**src/hw/rtl/dscm_pkg.sv**
```systemverilog
// Shared types and constants for the depth sigma-clip mask block.
`timescale 1ns / 1ps
`default_nettype none
package dscm_pkg;

  // Kind of a queued pixel, decided by the front end
  typedef enum logic [1:0] {
    KIND_ACC      = 2'd0,
    KIND_ACC_LAST = 2'd1,
    KIND_CLASSIFY = 2'd2
  } kind_e;

  // Configuration register indexes
  localparam logic [1:0] CFG_FILTER_MODE = 2'd0;
  localparam logic [1:0] CFG_DEV_FACTOR  = 2'd1;
  localparam logic [1:0] CFG_RANGE_LOW   = 2'd2;
  localparam logic [1:0] CFG_RANGE_HIGH  = 2'd3;

  localparam int          FACTOR_W     = 12;
  localparam logic [11:0] FACTOR_RESET = 12'd512;
  localparam int          QUEUE_DEPTH  = 4;

  // Back-end sequencer states
  typedef enum logic [3:0] {
    ST_IDLE,
    ST_ACC,
    ST_START,
    ST_MEAN_WAIT,
    ST_MSQ_START,
    ST_MSQ_WAIT,
    ST_SQRT_START,
    ST_SQRT_WAIT,
    ST_BOUNDS
  } back_state_e;

  // Head of the pixel queue as seen by the back end
  typedef struct packed {
    logic  valid;
    kind_e kind;
    logic  premasked;
  } head_ctl_t;

endpackage
`default_nettype wire

```
**src/hw/rtl/dscm_front.sv**
```systemverilog
// Front end: accepts pixels, decodes their kind and queues them for the back end.
`timescale 1ns / 1ps
`default_nettype none
module dscm_front #(
  parameter int DEPTH_BITS = 20
) (
  input  wire                          clk_i,
  input  wire                          rst_ni,
  input  wire                          in_valid_i,
  output logic                         in_ready_o,
  input  wire                          req_type_i,
  input  wire signed [DEPTH_BITS-1:0]  depth_i,
  input  wire                          premasked_i,
  input  wire                          last_i,
  output dscm_pkg::head_ctl_t          head_o,
  output logic signed [DEPTH_BITS-1:0] head_depth_o,
  input  wire                          pop_i
);
  import dscm_pkg::*;

  localparam int ENT_W = DEPTH_BITS + 3;
  localparam int PTR_W = $clog2(QUEUE_DEPTH);
  localparam int CNT_W = $clog2(QUEUE_DEPTH + 1);

  logic [ENT_W-1:0] entry_q [QUEUE_DEPTH];
  logic [PTR_W-1:0] wr_ptr_q, wr_ptr_d, rd_ptr_q, rd_ptr_d;
  logic [CNT_W-1:0] count_q, count_d;
  logic             push;
  kind_e            kind;
  logic [ENT_W-1:0] head_ent;

  // Decode the kind of the incoming pixel
  always_comb begin
    if (req_type_i) begin
      kind = KIND_CLASSIFY;
    end else if (last_i) begin
      kind = KIND_ACC_LAST;
    end else begin
      kind = KIND_ACC;
    end
  end

  assign in_ready_o = (count_q != CNT_W'(QUEUE_DEPTH));
  assign push       = in_valid_i && in_ready_o;

  // Advance pointers and fill count
  always_comb begin
    wr_ptr_d = push ? wr_ptr_q + PTR_W'(1) : wr_ptr_q;
    rd_ptr_d = pop_i ? rd_ptr_q + PTR_W'(1) : rd_ptr_q;
    count_d  = count_q;
    if (push && !pop_i) begin
      count_d = count_q + CNT_W'(1);
    end else if (pop_i && !push) begin
      count_d = count_q - CNT_W'(1);
    end
  end

  always_ff @(posedge clk_i or negedge rst_ni) begin
    if (!rst_ni) begin
      wr_ptr_q <= '0;
      rd_ptr_q <= '0;
      count_q  <= '0;
    end else begin
      wr_ptr_q <= wr_ptr_d;
      rd_ptr_q <= rd_ptr_d;
      count_q  <= count_d;
    end
  end

  // Store the queued pixel
  always_ff @(posedge clk_i) begin
    if (push) begin
      entry_q[wr_ptr_q] <= {kind, premasked_i, depth_i};
    end
  end

  // Present the head of the queue
  assign head_ent            = entry_q[rd_ptr_q];
  assign head_o.valid        = (count_q != '0);
  assign head_o.kind         = kind_e'(head_ent[ENT_W-1:ENT_W-2]);
  assign head_o.premasked    = head_ent[DEPTH_BITS];
  assign head_depth_o        = head_ent[DEPTH_BITS-1:0];

endmodule
`default_nettype wire

```
**src/hw/rtl/dscm_div.sv**
```systemverilog
// Restoring divider, one quotient bit per cycle.
`timescale 1ns / 1ps
`default_nettype none
module dscm_div #(
  parameter int NUM_W = 42,
  parameter int DEN_W = 21
) (
  input  wire              clk_i,
  input  wire              rst_ni,
  input  wire              start_i,
  input  wire [NUM_W-1:0]  num_i,
  input  wire [DEN_W-1:0]  den_i,
  output logic             busy_o,
  output logic             done_o,
  output logic [NUM_W-1:0] quot_o
);
  localparam int CW = $clog2(NUM_W + 1);

  logic [NUM_W-1:0] quot_q;
  logic [DEN_W-1:0] rem_q, den_q;
  logic [CW-1:0]    cnt_q;
  logic             busy_q, done_q;
  logic [DEN_W:0]   trial;
  logic             fits;

  // Shift in the next dividend bit and try the subtraction
  assign trial = {rem_q, quot_q[NUM_W-1]};
  assign fits  = (trial >= {1'b0, den_q});

  always_ff @(posedge clk_i or negedge rst_ni) begin
    if (!rst_ni) begin
      busy_q <= 1'b0;
      done_q <= 1'b0;
      cnt_q  <= '0;
    end else begin
      done_q <= 1'b0;
      if (start_i) begin
        busy_q <= 1'b1;
        cnt_q  <= CW'(NUM_W);
      end else if (busy_q) begin
        cnt_q <= cnt_q - CW'(1);
        if (cnt_q == CW'(1)) begin
          busy_q <= 1'b0;
          done_q <= 1'b1;
        end
      end
    end
  end

  always_ff @(posedge clk_i) begin
    if (start_i) begin
      quot_q <= num_i;
      den_q  <= den_i;
      rem_q  <= '0;
    end else if (busy_q) begin
      quot_q <= {quot_q[NUM_W-2:0], fits};
      rem_q  <= fits ? DEN_W'(trial - {1'b0, den_q}) : trial[DEN_W-1:0];
    end
  end

  assign busy_o = busy_q;
  assign done_o = done_q;
  assign quot_o = quot_q;

endmodule
`default_nettype wire

```
**src/hw/rtl/dscm_isqrt.sv**
```systemverilog
// Integer square root, one result bit per cycle.
`timescale 1ns / 1ps
`default_nettype none
module dscm_isqrt #(
  parameter int IN_W = 60
) (
  input  wire                             clk_i,
  input  wire                             rst_ni,
  input  wire                             start_i,
  input  wire [IN_W-1:0]                  val_i,
  output logic                            done_o,
  output logic [(IN_W + IN_W % 2)/2-1:0]  root_o
);
  localparam int RW    = IN_W + IN_W % 2;
  localparam int OUT_W = RW / 2;
  localparam int CW    = $clog2(OUT_W + 1);

  logic [RW-1:0] rem_q, res_q, bit_q;
  logic [CW-1:0] cnt_q;
  logic          busy_q, done_q;
  logic [RW:0]   trial;
  logic          fits;

  assign trial = {1'b0, res_q} + {1'b0, bit_q};
  assign fits  = ({1'b0, rem_q} >= trial);

  always_ff @(posedge clk_i or negedge rst_ni) begin
    if (!rst_ni) begin
      busy_q <= 1'b0;
      done_q <= 1'b0;
      cnt_q  <= '0;
    end else begin
      done_q <= 1'b0;
      if (start_i) begin
        busy_q <= 1'b1;
        cnt_q  <= CW'(OUT_W);
      end else if (busy_q) begin
        cnt_q <= cnt_q - CW'(1);
        if (cnt_q == CW'(1)) begin
          busy_q <= 1'b0;
          done_q <= 1'b1;
        end
      end
    end
  end

  // One digit-by-digit root step per cycle
  always_ff @(posedge clk_i) begin
    if (start_i) begin
      rem_q <= RW'(val_i);
      res_q <= '0;
      bit_q <= RW'(1) << (RW - 2);
    end else if (busy_q) begin
      if (fits) begin
        rem_q <= rem_q - trial[RW-1:0];
        res_q <= (res_q >> 1) + bit_q;
      end else begin
        res_q <= res_q >> 1;
      end
      bit_q <= bit_q >> 2;
    end
  end

  assign done_o = done_q;
  assign root_o = res_q[OUT_W-1:0];

endmodule
`default_nettype wire

```
**src/hw/rtl/dscm_back.sv**
```systemverilog
// Back end: accumulates statistics, derives the bounds and classifies pixels.
`timescale 1ns / 1ps
`default_nettype none
module dscm_back #(
  parameter int DEPTH_BITS = 20,
  parameter int MAX_PIXELS = 1048576
) (
  input  wire                                    clk_i,
  input  wire                                    rst_ni,
  input  dscm_pkg::head_ctl_t                    head_i,
  input  wire signed [DEPTH_BITS-1:0]            head_depth_i,
  output logic                                   pop_o,
  input  wire                                    filter_mode_i,
  input  wire [dscm_pkg::FACTOR_W-1:0]           factor_i,
  input  wire signed [DEPTH_BITS-1:0]            range_low_i,
  input  wire signed [DEPTH_BITS-1:0]            range_high_i,
  output logic                                   out_valid_o,
  input  wire                                    out_ready_i,
  output logic                                   masked_o
);
  import dscm_pkg::*;

  localparam int CNT_W   = $clog2(MAX_PIXELS + 1);
  localparam int SUM_W   = DEPTH_BITS + CNT_W;
  localparam int SQ_FULL = 2 * DEPTH_BITS - 1 + CNT_W;
  localparam int SQ_W    = (SQ_FULL > 64) ? 64 : SQ_FULL;
  localparam int DIV_W   = (SUM_W + 1 > SQ_W) ? SUM_W + 1 : SQ_W;
  localparam int SD_W    = (SQ_W + SQ_W % 2) / 2;
  localparam int PROD_W  = FACTOR_W + SD_W;
  localparam int SPAN_W  = PROD_W + 1 - 8;
  localparam int SBW     = PROD_W + 2;
  localparam int BND_W   = DEPTH_BITS + 1;

  localparam logic [CNT_W-1:0]        MAX_CNT = CNT_W'(MAX_PIXELS);
  localparam logic signed [BND_W-1:0] BND_MIN = {1'b1, {DEPTH_BITS{1'b0}}};
  localparam logic signed [BND_W-1:0] BND_MAX = {1'b0, {DEPTH_BITS{1'b1}}};

  back_state_e state_q, state_d;

  logic signed [SUM_W-1:0]      sum_q;
  logic [SQ_W-1:0]              sqsum_q;
  logic [CNT_W-1:0]             count_q;
  logic [2*DEPTH_BITS-1:0]      sq_q;
  logic                         sq_add_q, last_q;
  logic [DEPTH_BITS-1:0]        mmag_q;
  logic [2*DEPTH_BITS-1:0]      m2_q;
  logic [SQ_W-1:0]              var_q;
  logic [PROD_W-1:0]            prod_q;
  logic signed [BND_W-1:0]      lower_q, upper_q;
  logic                         out_valid_q, out_mask_q;

  logic                         is_cls, counted, out_free;
  logic [DEPTH_BITS-1:0]        pix_mag;
  logic                         sum_neg;
  logic [SUM_W-1:0]             sum_mag;
  logic [DIV_W-1:0]             div_num;
  logic                         div_start, div_busy, div_done;
  logic [DIV_W-1:0]             div_quot;
  logic                         sqrt_start, sqrt_done;
  logic [SD_W-1:0]              sqrt_root;
  logic [SQ_W-1:0]              msq;
  logic [PROD_W:0]              prod_rnd;
  logic [SPAN_W-1:0]            span;
  logic signed [SBW-1:0]        mean_s, lo_s, hi_s, bmin_s, bmax_s;
  logic signed [BND_W-1:0]      lo_sat, hi_sat, cls_lo, cls_hi, pix_ext;
  logic                         cls_mask;

  // Classify the queue head
  assign is_cls   = (head_i.kind == KIND_CLASSIFY);
  assign counted  = !head_i.premasked && (count_q < MAX_CNT);
  assign out_free = !out_valid_q || out_ready_i;
  assign pix_mag  = head_depth_i[DEPTH_BITS-1] ? DEPTH_BITS'(-head_depth_i)
                                               : DEPTH_BITS'(head_depth_i);
  assign pix_ext  = {head_depth_i[DEPTH_BITS-1], head_depth_i};
  assign cls_lo   = filter_mode_i ? {range_low_i[DEPTH_BITS-1], range_low_i} : lower_q;
  assign cls_hi   = filter_mode_i ? {range_high_i[DEPTH_BITS-1], range_high_i} : upper_q;
  assign cls_mask = head_i.premasked || (pix_ext < cls_lo) || (pix_ext > cls_hi);

  // Mean numerator: magnitude of the sum plus half the count for rounding
  assign sum_neg = sum_q[SUM_W-1];
  assign sum_mag = sum_neg ? SUM_W'(-sum_q) : SUM_W'(sum_q);

  // Next state, queue pop and unit launches
  always_comb begin
    state_d    = state_q;
    pop_o      = 1'b0;
    div_start  = 1'b0;
    div_num    = '0;
    sqrt_start = 1'b0;
    unique case (state_q)
      ST_IDLE: begin
        if (head_i.valid) begin
          if (is_cls) begin
            pop_o = out_free;
          end else begin
            pop_o   = 1'b1;
            state_d = ST_ACC;
          end
        end
      end
      ST_ACC: begin
        state_d = last_q ? ST_START : ST_IDLE;
      end
      ST_START: begin
        if (count_q == '0) begin
          state_d = ST_IDLE;
        end else begin
          div_start = 1'b1;
          div_num   = DIV_W'({1'b0, sum_mag} + (SUM_W + 1)'(count_q >> 1));
          state_d   = ST_MEAN_WAIT;
        end
      end
      ST_MEAN_WAIT: begin
        if (div_done) begin
          state_d = ST_MSQ_START;
        end
      end
      ST_MSQ_START: begin
        div_start = 1'b1;
        div_num   = DIV_W'(sqsum_q);
        state_d   = ST_MSQ_WAIT;
      end
      ST_MSQ_WAIT: begin
        if (div_done) begin
          state_d = ST_SQRT_START;
        end
      end
      ST_SQRT_START: begin
        sqrt_start = 1'b1;
        state_d    = ST_SQRT_WAIT;
      end
      ST_SQRT_WAIT: begin
        if (sqrt_done) begin
          state_d = ST_BOUNDS;
        end
      end
      ST_BOUNDS: begin
        state_d = ST_IDLE;
      end
      default: begin
        state_d = ST_IDLE;
      end
    endcase
  end

  always_ff @(posedge clk_i or negedge rst_ni) begin
    if (!rst_ni) begin
      state_q <= ST_IDLE;
    end else begin
      state_q <= state_d;
    end
  end

  // Iterative units; the divider is shared by the mean and mean-square divisions
  dscm_div #(
    .NUM_W (DIV_W),
    .DEN_W (CNT_W)
  ) u_div (
    .clk_i   (clk_i),
    .rst_ni  (rst_ni),
    .start_i (div_start),
    .num_i   (div_num),
    .den_i   (count_q),
    .busy_o  (div_busy),
    .done_o  (div_done),
    .quot_o  (div_quot)
  );

  dscm_isqrt #(
    .IN_W (SQ_W)
  ) u_isqrt (
    .clk_i   (clk_i),
    .rst_ni  (rst_ni),
    .start_i (sqrt_start),
    .val_i   (var_q),
    .done_o  (sqrt_done),
    .root_o  (sqrt_root)
  );

  // Bounds: mean -/+ rounded span, saturated
  assign msq      = div_quot[SQ_W-1:0];
  assign prod_rnd = {1'b0, prod_q} + (PROD_W + 1)'(128);
  assign span     = prod_rnd[PROD_W:8];
  assign mean_s   = last_q ? -SBW'(mmag_q) : SBW'(mmag_q);
  assign lo_s     = mean_s - SBW'(span);
  assign hi_s     = mean_s + SBW'(span);
  assign bmin_s   = {{(SBW-BND_W){BND_MIN[BND_W-1]}}, BND_MIN};
  assign bmax_s   = {{(SBW-BND_W){BND_MAX[BND_W-1]}}, BND_MAX};
  assign lo_sat   = (lo_s < bmin_s) ? BND_MIN : ((lo_s > bmax_s) ? BND_MAX : lo_s[BND_W-1:0]);
  assign hi_sat   = (hi_s < bmin_s) ? BND_MIN : ((hi_s > bmax_s) ? BND_MAX : hi_s[BND_W-1:0]);

  // Statistics registers
  always_ff @(posedge clk_i or negedge rst_ni) begin
    if (!rst_ni) begin
      sum_q    <= '0;
      sqsum_q  <= '0;
      count_q  <= '0;
      sq_add_q <= 1'b0;
      last_q   <= 1'b0;
      lower_q  <= BND_MIN;
      upper_q  <= BND_MAX;
    end else begin
      unique case (state_q)
        ST_IDLE: begin
          if (pop_o && !is_cls) begin
            sq_add_q <= counted;
            last_q   <= (head_i.kind == KIND_ACC_LAST);
            if (counted) begin
              sum_q   <= sum_q + SUM_W'(head_depth_i);
              count_q <= count_q + CNT_W'(1);
            end
          end
        end
        ST_ACC: begin
          if (sq_add_q) begin
            sqsum_q <= sqsum_q + SQ_W'(sq_q);
          end
        end
        ST_START: begin
          // hold the sign of the sum for the mean
          last_q <= sum_neg;
          if (count_q == '0) begin
            lower_q <= BND_MIN;
            upper_q <= BND_MAX;
            sum_q   <= '0;
            sqsum_q <= '0;
          end
        end
        ST_BOUNDS: begin
          lower_q <= lo_sat;
          upper_q <= hi_sat;
          sum_q   <= '0;
          sqsum_q <= '0;
          count_q <= '0;
        end
        default: begin
        end
      endcase
    end
  end

  // Datapath registers: pixel square, mean magnitude, its square, variance and scaled deviation
  always_ff @(posedge clk_i) begin
    if (state_q == ST_IDLE) begin
      sq_q <= pix_mag * pix_mag;
    end
    if (state_q == ST_MEAN_WAIT && div_done) begin
      mmag_q <= div_quot[DEPTH_BITS-1:0];
    end
    if (state_q == ST_MSQ_START) begin
      m2_q <= mmag_q * mmag_q;
    end
    if (state_q == ST_MSQ_WAIT && div_done) begin
      var_q <= (msq > SQ_W'(m2_q)) ? (msq - SQ_W'(m2_q)) : '0;
    end
    if (sqrt_done) begin
      prod_q <= factor_i * sqrt_root;
    end
  end

  // Output register
  always_ff @(posedge clk_i or negedge rst_ni) begin
    if (!rst_ni) begin
      out_valid_q <= 1'b0;
    end else if (pop_o && is_cls) begin
      out_valid_q <= 1'b1;
    end else if (out_ready_i) begin
      out_valid_q <= 1'b0;
    end
  end

  always_ff @(posedge clk_i) begin
    if (pop_o && is_cls) begin
      out_mask_q <= cls_mask;
    end
  end

  assign out_valid_o = out_valid_q;
  assign masked_o    = out_mask_q;

`ifndef SYNTHESIS
  a_count_limit: assert property (@(posedge clk_i) disable iff (!rst_ni)
    count_q <= MAX_CNT)
    else $error("pixel count beyond limit");

  a_cls_slot_free: assert property (@(posedge clk_i) disable iff (!rst_ni)
    (pop_o && is_cls) |-> (!out_valid_q || out_ready_i))
    else $error("classify result would overwrite a pending transfer");

  a_div_idle_start: assert property (@(posedge clk_i) disable iff (!rst_ni)
    div_start |-> !div_busy)
    else $error("divider launched while busy");

  a_bounds_clear: assert property (@(posedge clk_i) disable iff (!rst_ni)
    (state_q == ST_BOUNDS) |=> (count_q == '0 && state_q == ST_IDLE))
    else $error("statistics not cleared after bounds update");
`endif

endmodule
`default_nettype wire

```
**src/hw/rtl/depth_sigma_clip_mask.sv**
```systemverilog
// Top level of the depth sigma-clip mask: config registers, front end and back end.
//
// Channel   Direction  Content
// s_axis    in         tdata: depth_value, already_masked; tuser: req_type; tlast: last_pixel
// m_axis    out        tdata: masked_out
// cfg       in         write enable, register index, write data
//
// A classify pixel is popped and classified in the idle state; an accumulate pixel
// is squared there and its square added to the sum of squares in the accumulate
// state. The last accumulate pixel starts the statistics run: with default
// parameters two restoring divisions of 60 quotient bits and a 30-step square root,
// one after the other; the back end takes no pixel until the run is over.
// A four-entry queue keeps accepting pixels while the back end works or the output
// stalls, until it is full. Reset clears all statistics; bounds start fully open.
`timescale 1ns / 1ps
`default_nettype none
module depth_sigma_clip_mask #(
  parameter int DEPTH_BITS = 20,
  parameter int MAX_PIXELS = 1048576
) (
  input  wire                                   clk_i,
  input  wire                                   rst_ni,
  input  wire                                   s_axis_tvalid,
  output logic                                  s_axis_tready,
  // depth_value, already_masked (from bit 0 up), zero padded to bytes
  input  wire [((DEPTH_BITS + 8) / 8) * 8 - 1:0] s_axis_tdata,
  // req_type
  input  wire                                   s_axis_tuser,
  input  wire                                   s_axis_tlast,
  output logic                                  m_axis_tvalid,
  input  wire                                   m_axis_tready,
  // masked_out in bit 0, rest zero
  output logic [7:0]                            m_axis_tdata,
  input  wire                                   cfg_we_i,
  input  wire [1:0]                             cfg_idx_i,
  input  wire [((DEPTH_BITS > 12) ? DEPTH_BITS : 12) - 1:0] cfg_wdata_i
);
  import dscm_pkg::*;

  logic                         filter_mode_q;
  logic [FACTOR_W-1:0]          factor_q;
  logic signed [DEPTH_BITS-1:0] range_low_q, range_high_q;
  head_ctl_t                    head;
  logic signed [DEPTH_BITS-1:0] head_depth;
  logic                         pop;
  logic                         masked;

  // Configuration writes
  always_ff @(posedge clk_i or negedge rst_ni) begin
    if (!rst_ni) begin
      filter_mode_q <= 1'b0;
      factor_q      <= FACTOR_RESET;
      range_low_q   <= {1'b1, {(DEPTH_BITS-1){1'b0}}};
      range_high_q  <= {1'b0, {(DEPTH_BITS-1){1'b1}}};
    end else if (cfg_we_i) begin
      unique case (cfg_idx_i)
        CFG_FILTER_MODE: filter_mode_q <= cfg_wdata_i[0];
        CFG_DEV_FACTOR:  factor_q      <= cfg_wdata_i[FACTOR_W-1:0];
        CFG_RANGE_LOW:   range_low_q   <= cfg_wdata_i[DEPTH_BITS-1:0];
        CFG_RANGE_HIGH:  range_high_q  <= cfg_wdata_i[DEPTH_BITS-1:0];
        default: begin
        end
      endcase
    end
  end

  dscm_front #(
    .DEPTH_BITS (DEPTH_BITS)
  ) u_front (
    .clk_i        (clk_i),
    .rst_ni       (rst_ni),
    .in_valid_i   (s_axis_tvalid),
    .in_ready_o   (s_axis_tready),
    .req_type_i   (s_axis_tuser),
    .depth_i      (s_axis_tdata[DEPTH_BITS-1:0]),
    .premasked_i  (s_axis_tdata[DEPTH_BITS]),
    .last_i       (s_axis_tlast),
    .head_o       (head),
    .head_depth_o (head_depth),
    .pop_i        (pop)
  );

  dscm_back #(
    .DEPTH_BITS (DEPTH_BITS),
    .MAX_PIXELS (MAX_PIXELS)
  ) u_back (
    .clk_i         (clk_i),
    .rst_ni        (rst_ni),
    .head_i        (head),
    .head_depth_i  (head_depth),
    .pop_o         (pop),
    .filter_mode_i (filter_mode_q),
    .factor_i      (factor_q),
    .range_low_i   (range_low_q),
    .range_high_i  (range_high_q),
    .out_valid_o   (m_axis_tvalid),
    .out_ready_i   (m_axis_tready),
    .masked_o      (masked)
  );

  assign m_axis_tdata = {7'd0, masked};

endmodule
`default_nettype wire
```
**config.mk**
```make
export PLATFORM = sky130hd
export DESIGN_NAME = depth_sigma_clip_mask
export DESIGN_NICKNAME = d
export VERILOG_FILES = /design/src/hw/rtl/dscm_pkg.sv /design/src/hw/rtl/dscm_front.sv /design/src/hw/rtl/dscm_div.sv /design/src/hw/rtl/dscm_isqrt.sv /design/src/hw/rtl/dscm_back.sv /design/src/hw/rtl/depth_sigma_clip_mask.sv
export SDC_FILE = /design/constraint.sdc
export NUM_CORES = 2
export LEC_CHECK = 0
export BUFFER_PORTS_ARGS = -buffer_cell sky130_fd_sc_hd__buf_2
export CORE_MARGIN = 1.5
export CORE_UTILIZATION = 30
export DETAILED_ROUTE_END_ITERATION = 8
export PLACE_DENSITY = 0.54
export SLEW_MARGIN = 5
export SYNTH_ARGS = -nofsm -noshare
export SYNTH_HDL_FRONTEND = slang
export SYNTH_HIERARCHICAL = 1
export SYNTH_SLANG_ARGS = --single-unit
```
**constraint.sdc**
```tcl
create_clock -name clk_i -period 14.2 [get_ports clk_i]
set_input_delay 1.42 -clock clk_i [delete_from_list [all_inputs] [get_ports clk_i]]
set_output_delay 1.42 -clock clk_i [all_outputs]
set_load 0.03 [all_outputs]
```
==> results by group <==
STA
  – Max_slew headroom: 0.0749
  – RSZ-0062 raised after global routing: false
  – Setup violators final: 0
  – Final Hold Fails: 0
  – Tightest Pin Transition: roughly 1.4 ns
  – Max Clock Skew: 0.0641 ns
  – Crit path time final: between 10 and 15 ns
  – Fmax: 0.0889 GHz
  – Fin crit share: 0.793
  – Setup TNS: 0 ns
  – Max-slew violations: 0

Floorplan
  – Die Wd: 546 um
  – I/O pins: between 60 and 70
  – Die Ht: between 500 and 600 um
  – Initial Util: 0.301
  – Full die area: around 300000 um^2
  – Site row count: 199
  – Core area: a little under 300000 um^2

Critical path
  – Worst-path fanout max: 17
  – Kind of critical path: reg -> reg
  – Max stage delay on crit path: around 0.80 ns
  – Slowest CP cell: mux4_2
  – Cells on worst reg2reg path: 31
  – CP startpoint kind: register
  – CP delay by family, top: adder cells
  – Crit path DAT: roughly 12 ns
  – WP depth: 31
  – Critical path capture point type: register
  – CP required: 14.63 ns
  – CP bufs+invs: 7

Synthesis
  – Simple-Gate Fraction of Synth Area: 0.144
  – Synthesis warning total: 6
  – Asr flop ratio synth: 0.314
  – Netlist cell types: ~110
  – Post-Synth XOR/XNOR Area: 0.0620
  – Cell Area, Synth: slightly below 90000 um^2
  – FF+latch count, synth: roughly 800
  – Mux cell area share after synthesis: 0.0338
  – Ranking of synthesized cells by area: fa_1, edfxtp_1, ha_1
  – Adder-cell share of the synthesized area: 0.303
  – Area share of the largest cell type after synthesis: 0.192
  – Syn Area/Cell: a little over 9 um^2
  – Synth area leader: fa_1
  – Cells after Synth: between 9000 and 10000
  – Post-synthesis compound-gate area fraction: 0.144
  – Prevailing post-synth register cell: edfxtp_1
  – Post-synth EDFFs: between 400 and 500
  – Sequential share of the synthesized area: 0.241
  – Largest family of logic cells by synthesized area: adder cells

GRT
  – Global-route usage over all layers: 0.171
  – GRT overflow: 0
  – Antenna violations before repair: 18
  – First-pass GRT wire length: 404 mm
  – Largest net degree at the start of global routing: around 100
  – Vias in the first global route: ~70000

Placed design
  – Post-DP HPWL: around 200 mm
  – Port Buffer Count: 52
  – Gpl congestion: between 0.9 and 1

Route
  – Via/cell ratio: between 5 and 6
  – Routed WL: ~260 mm
  – DRT iter0 DRCs: 5109
  – DRT Pass-1 Iters: 8
  – Post-route ant nets: 0
  – Vias: slightly below 70000
  – DR DRC count: 0
  – DR WL/cell: about 19 um

Clocking
  – Htree depth: 3
  – Post-cts hold buffer count: 0
  – CTS tree: built
  – Clock Tree Root: clkbuf_16
  – Total CTS buffers: 94
  – Post-CTS resize count: 0
  – Skew-Pair Late Insertion Delay: ~0.75 ns
  – Longest Clk Path Bufs: 3
  – Num Clock Sinks: ~780
  – CTS clk-pin slew, worst paths: ~0.060 ns
  – Post-CTS Setup Inserts: 0

Layout
  – Area Growth Syn to Fin: 8.62%
  – Ratio of cells with drive above 1 in the final layout: 0.0691
  – Layout Nets: around 11000
  – Fill cells: around 30000

Min path
  – Worst hold stages: 1
  – HP Class: reg -> reg

Run status
  – Status: complete, no violations

Run
  – Max Cap Viol: 0
-- registers in the layout, summed over array words and instances (netlist names), 30 cells and up --
name                  count
u_front/entry_q          92
u_back/sqsum_q           60
u_back/u_div/quot_o      60
u_back/u_isqrt/rem_q     60
u_back/u_isqrt/res_q     60
u_back/var_q             60
u_back/sum_q             41
u_back/m2_q              39
u_back/sq_q              39
u_back/prod_q            35
u_back/u_isqrt/bit_q     30
-- area by class of cell --
class / count / area [um^2] / area share
multi-input combinational: 7174 / 60900 / 0.634
sequential: 784 / 21300 / 0.222
tap: 3919 / 4900 / 0.0511
inverter: 1205 / 4520 / 0.0471
clock buffer: 125 / 2620 / 0.0273
timing repair buffer: 179 / 1220 / 0.0128
clock inverter: 51 / 562 / 0.00585
antenna: 7 / 17.5 / 0.000183
-- cells in the mapped netlist (111+ instances only) --
master and n:
inv_1 1190, xnor2_1 385, edfxtp_1 427, dfxtp_1 111
clkbuf_1 321, dfrtp_1 204, a21o_1 199, o21ai_0 430
nand3_1 129, xor2_1 240, fa_1 848, nor3_1 135
and2_1 232, mux2_2 131, ha_1 784, nand2_1 981
a21oi_1 496, nor2_1 648
-- per-layer routing --
metal / share of wire / vias to the layer above / global-route usage
li1: - / 32300 / -
met5: 0.00019 / - / 0
met1: 0.47 / 34000 / 0.241
met3: 0.058 / 301 / 0.0249
met4: 0.027 / 8 / 0.0476
met2: 0.45 / 1913 / 0.271
-- cell families (layout without fill, tap and decap cells) --
group                    count (synthesis)  count (layout)
AO/OA/AOI/OAI                         1944            1944
adder cells (fa/ha/maj)               1632            1632
flip-flops                             784             784
XOR/XNOR                               625             625
buffers and inverters                 1629            1560
multiplexers                           251             251
other                                    3              31
AND/OR/NAND/NOR                       2698            2698
-- worst paths after layout --
path	start	end	slack, ns
min reg2reg	range_low_q[14]	range_low_q[14]	0.51
min in group asynchronous	rst_ni	u_back/u_isqrt/cnt_q[0]	0.60
max in group asynchronous	rst_ni	u_back/sum_q[33]	11.26
max reg2reg	u_front/rd_ptr_q[0]	u_back/sq_q[39]	2.95
min	range_low_q[14]	range_low_q[14]	0.51
max	u_front/rd_ptr_q[0]	u_back/sq_q[39]	2.95
-- worst register-to-register path: cells and delay by family, from the launching register on --
family	cells	cell delay, ns
fa+ha+maj	9	3.99
flops	1	0.37
mux	2	1.04
xor+xnor	1	0.68
compound gates	6	2.29
buf+inv	7	1.52
simple gates	6	1.08
-- through the flow --
step | util | cell area, um^2 | setup WS (ns) | std cells | hold slack, ns
floorplan | - | 88400 | 4.59 | 9587 | 0.446
global placement | 0.316 | 92800 | 3.06 | 13300 | 0.486
detailed placement | 0.316 | 92800 | 3.03 | 13300 | 0.494
CTS | 0.327 | 95900 | 2.95 | 13400 | 0.506
global route | 0.327 | 96000 | 2.39 | 13400 | 0.517
finish | 0.327 | 96000 | 2.95 | 13400 | 0.505
-- cell usage in the layout, fill, tap and decap left out, types with 79 or more instances in the layout --
master / n
inv_1: 1189
nand2_1: 981
fa_1: 848
ha_1: 784
nor2_1: 645
a21oi_1: 496
o21ai_0: 429
edfxtp_1: 427
xnor2_1: 384
xor2_1: 240
and2_1: 232
dfrtp_1: 201
a21o_1: 198
nor3_1: 133
mux2_2: 131
nand3_1: 128
buf_4: 127
dfxtp_1: 111
nand4_1: 98
clkbuf_16: 97
mux2i_1: 97
o21bai_1: 96
a211oi_1: 94
a31oi_1: 87
and3_1: 79
Power is not shown: default switching activity piles up to over one toggle a cycle in this logic, so the estimate is an artifact.
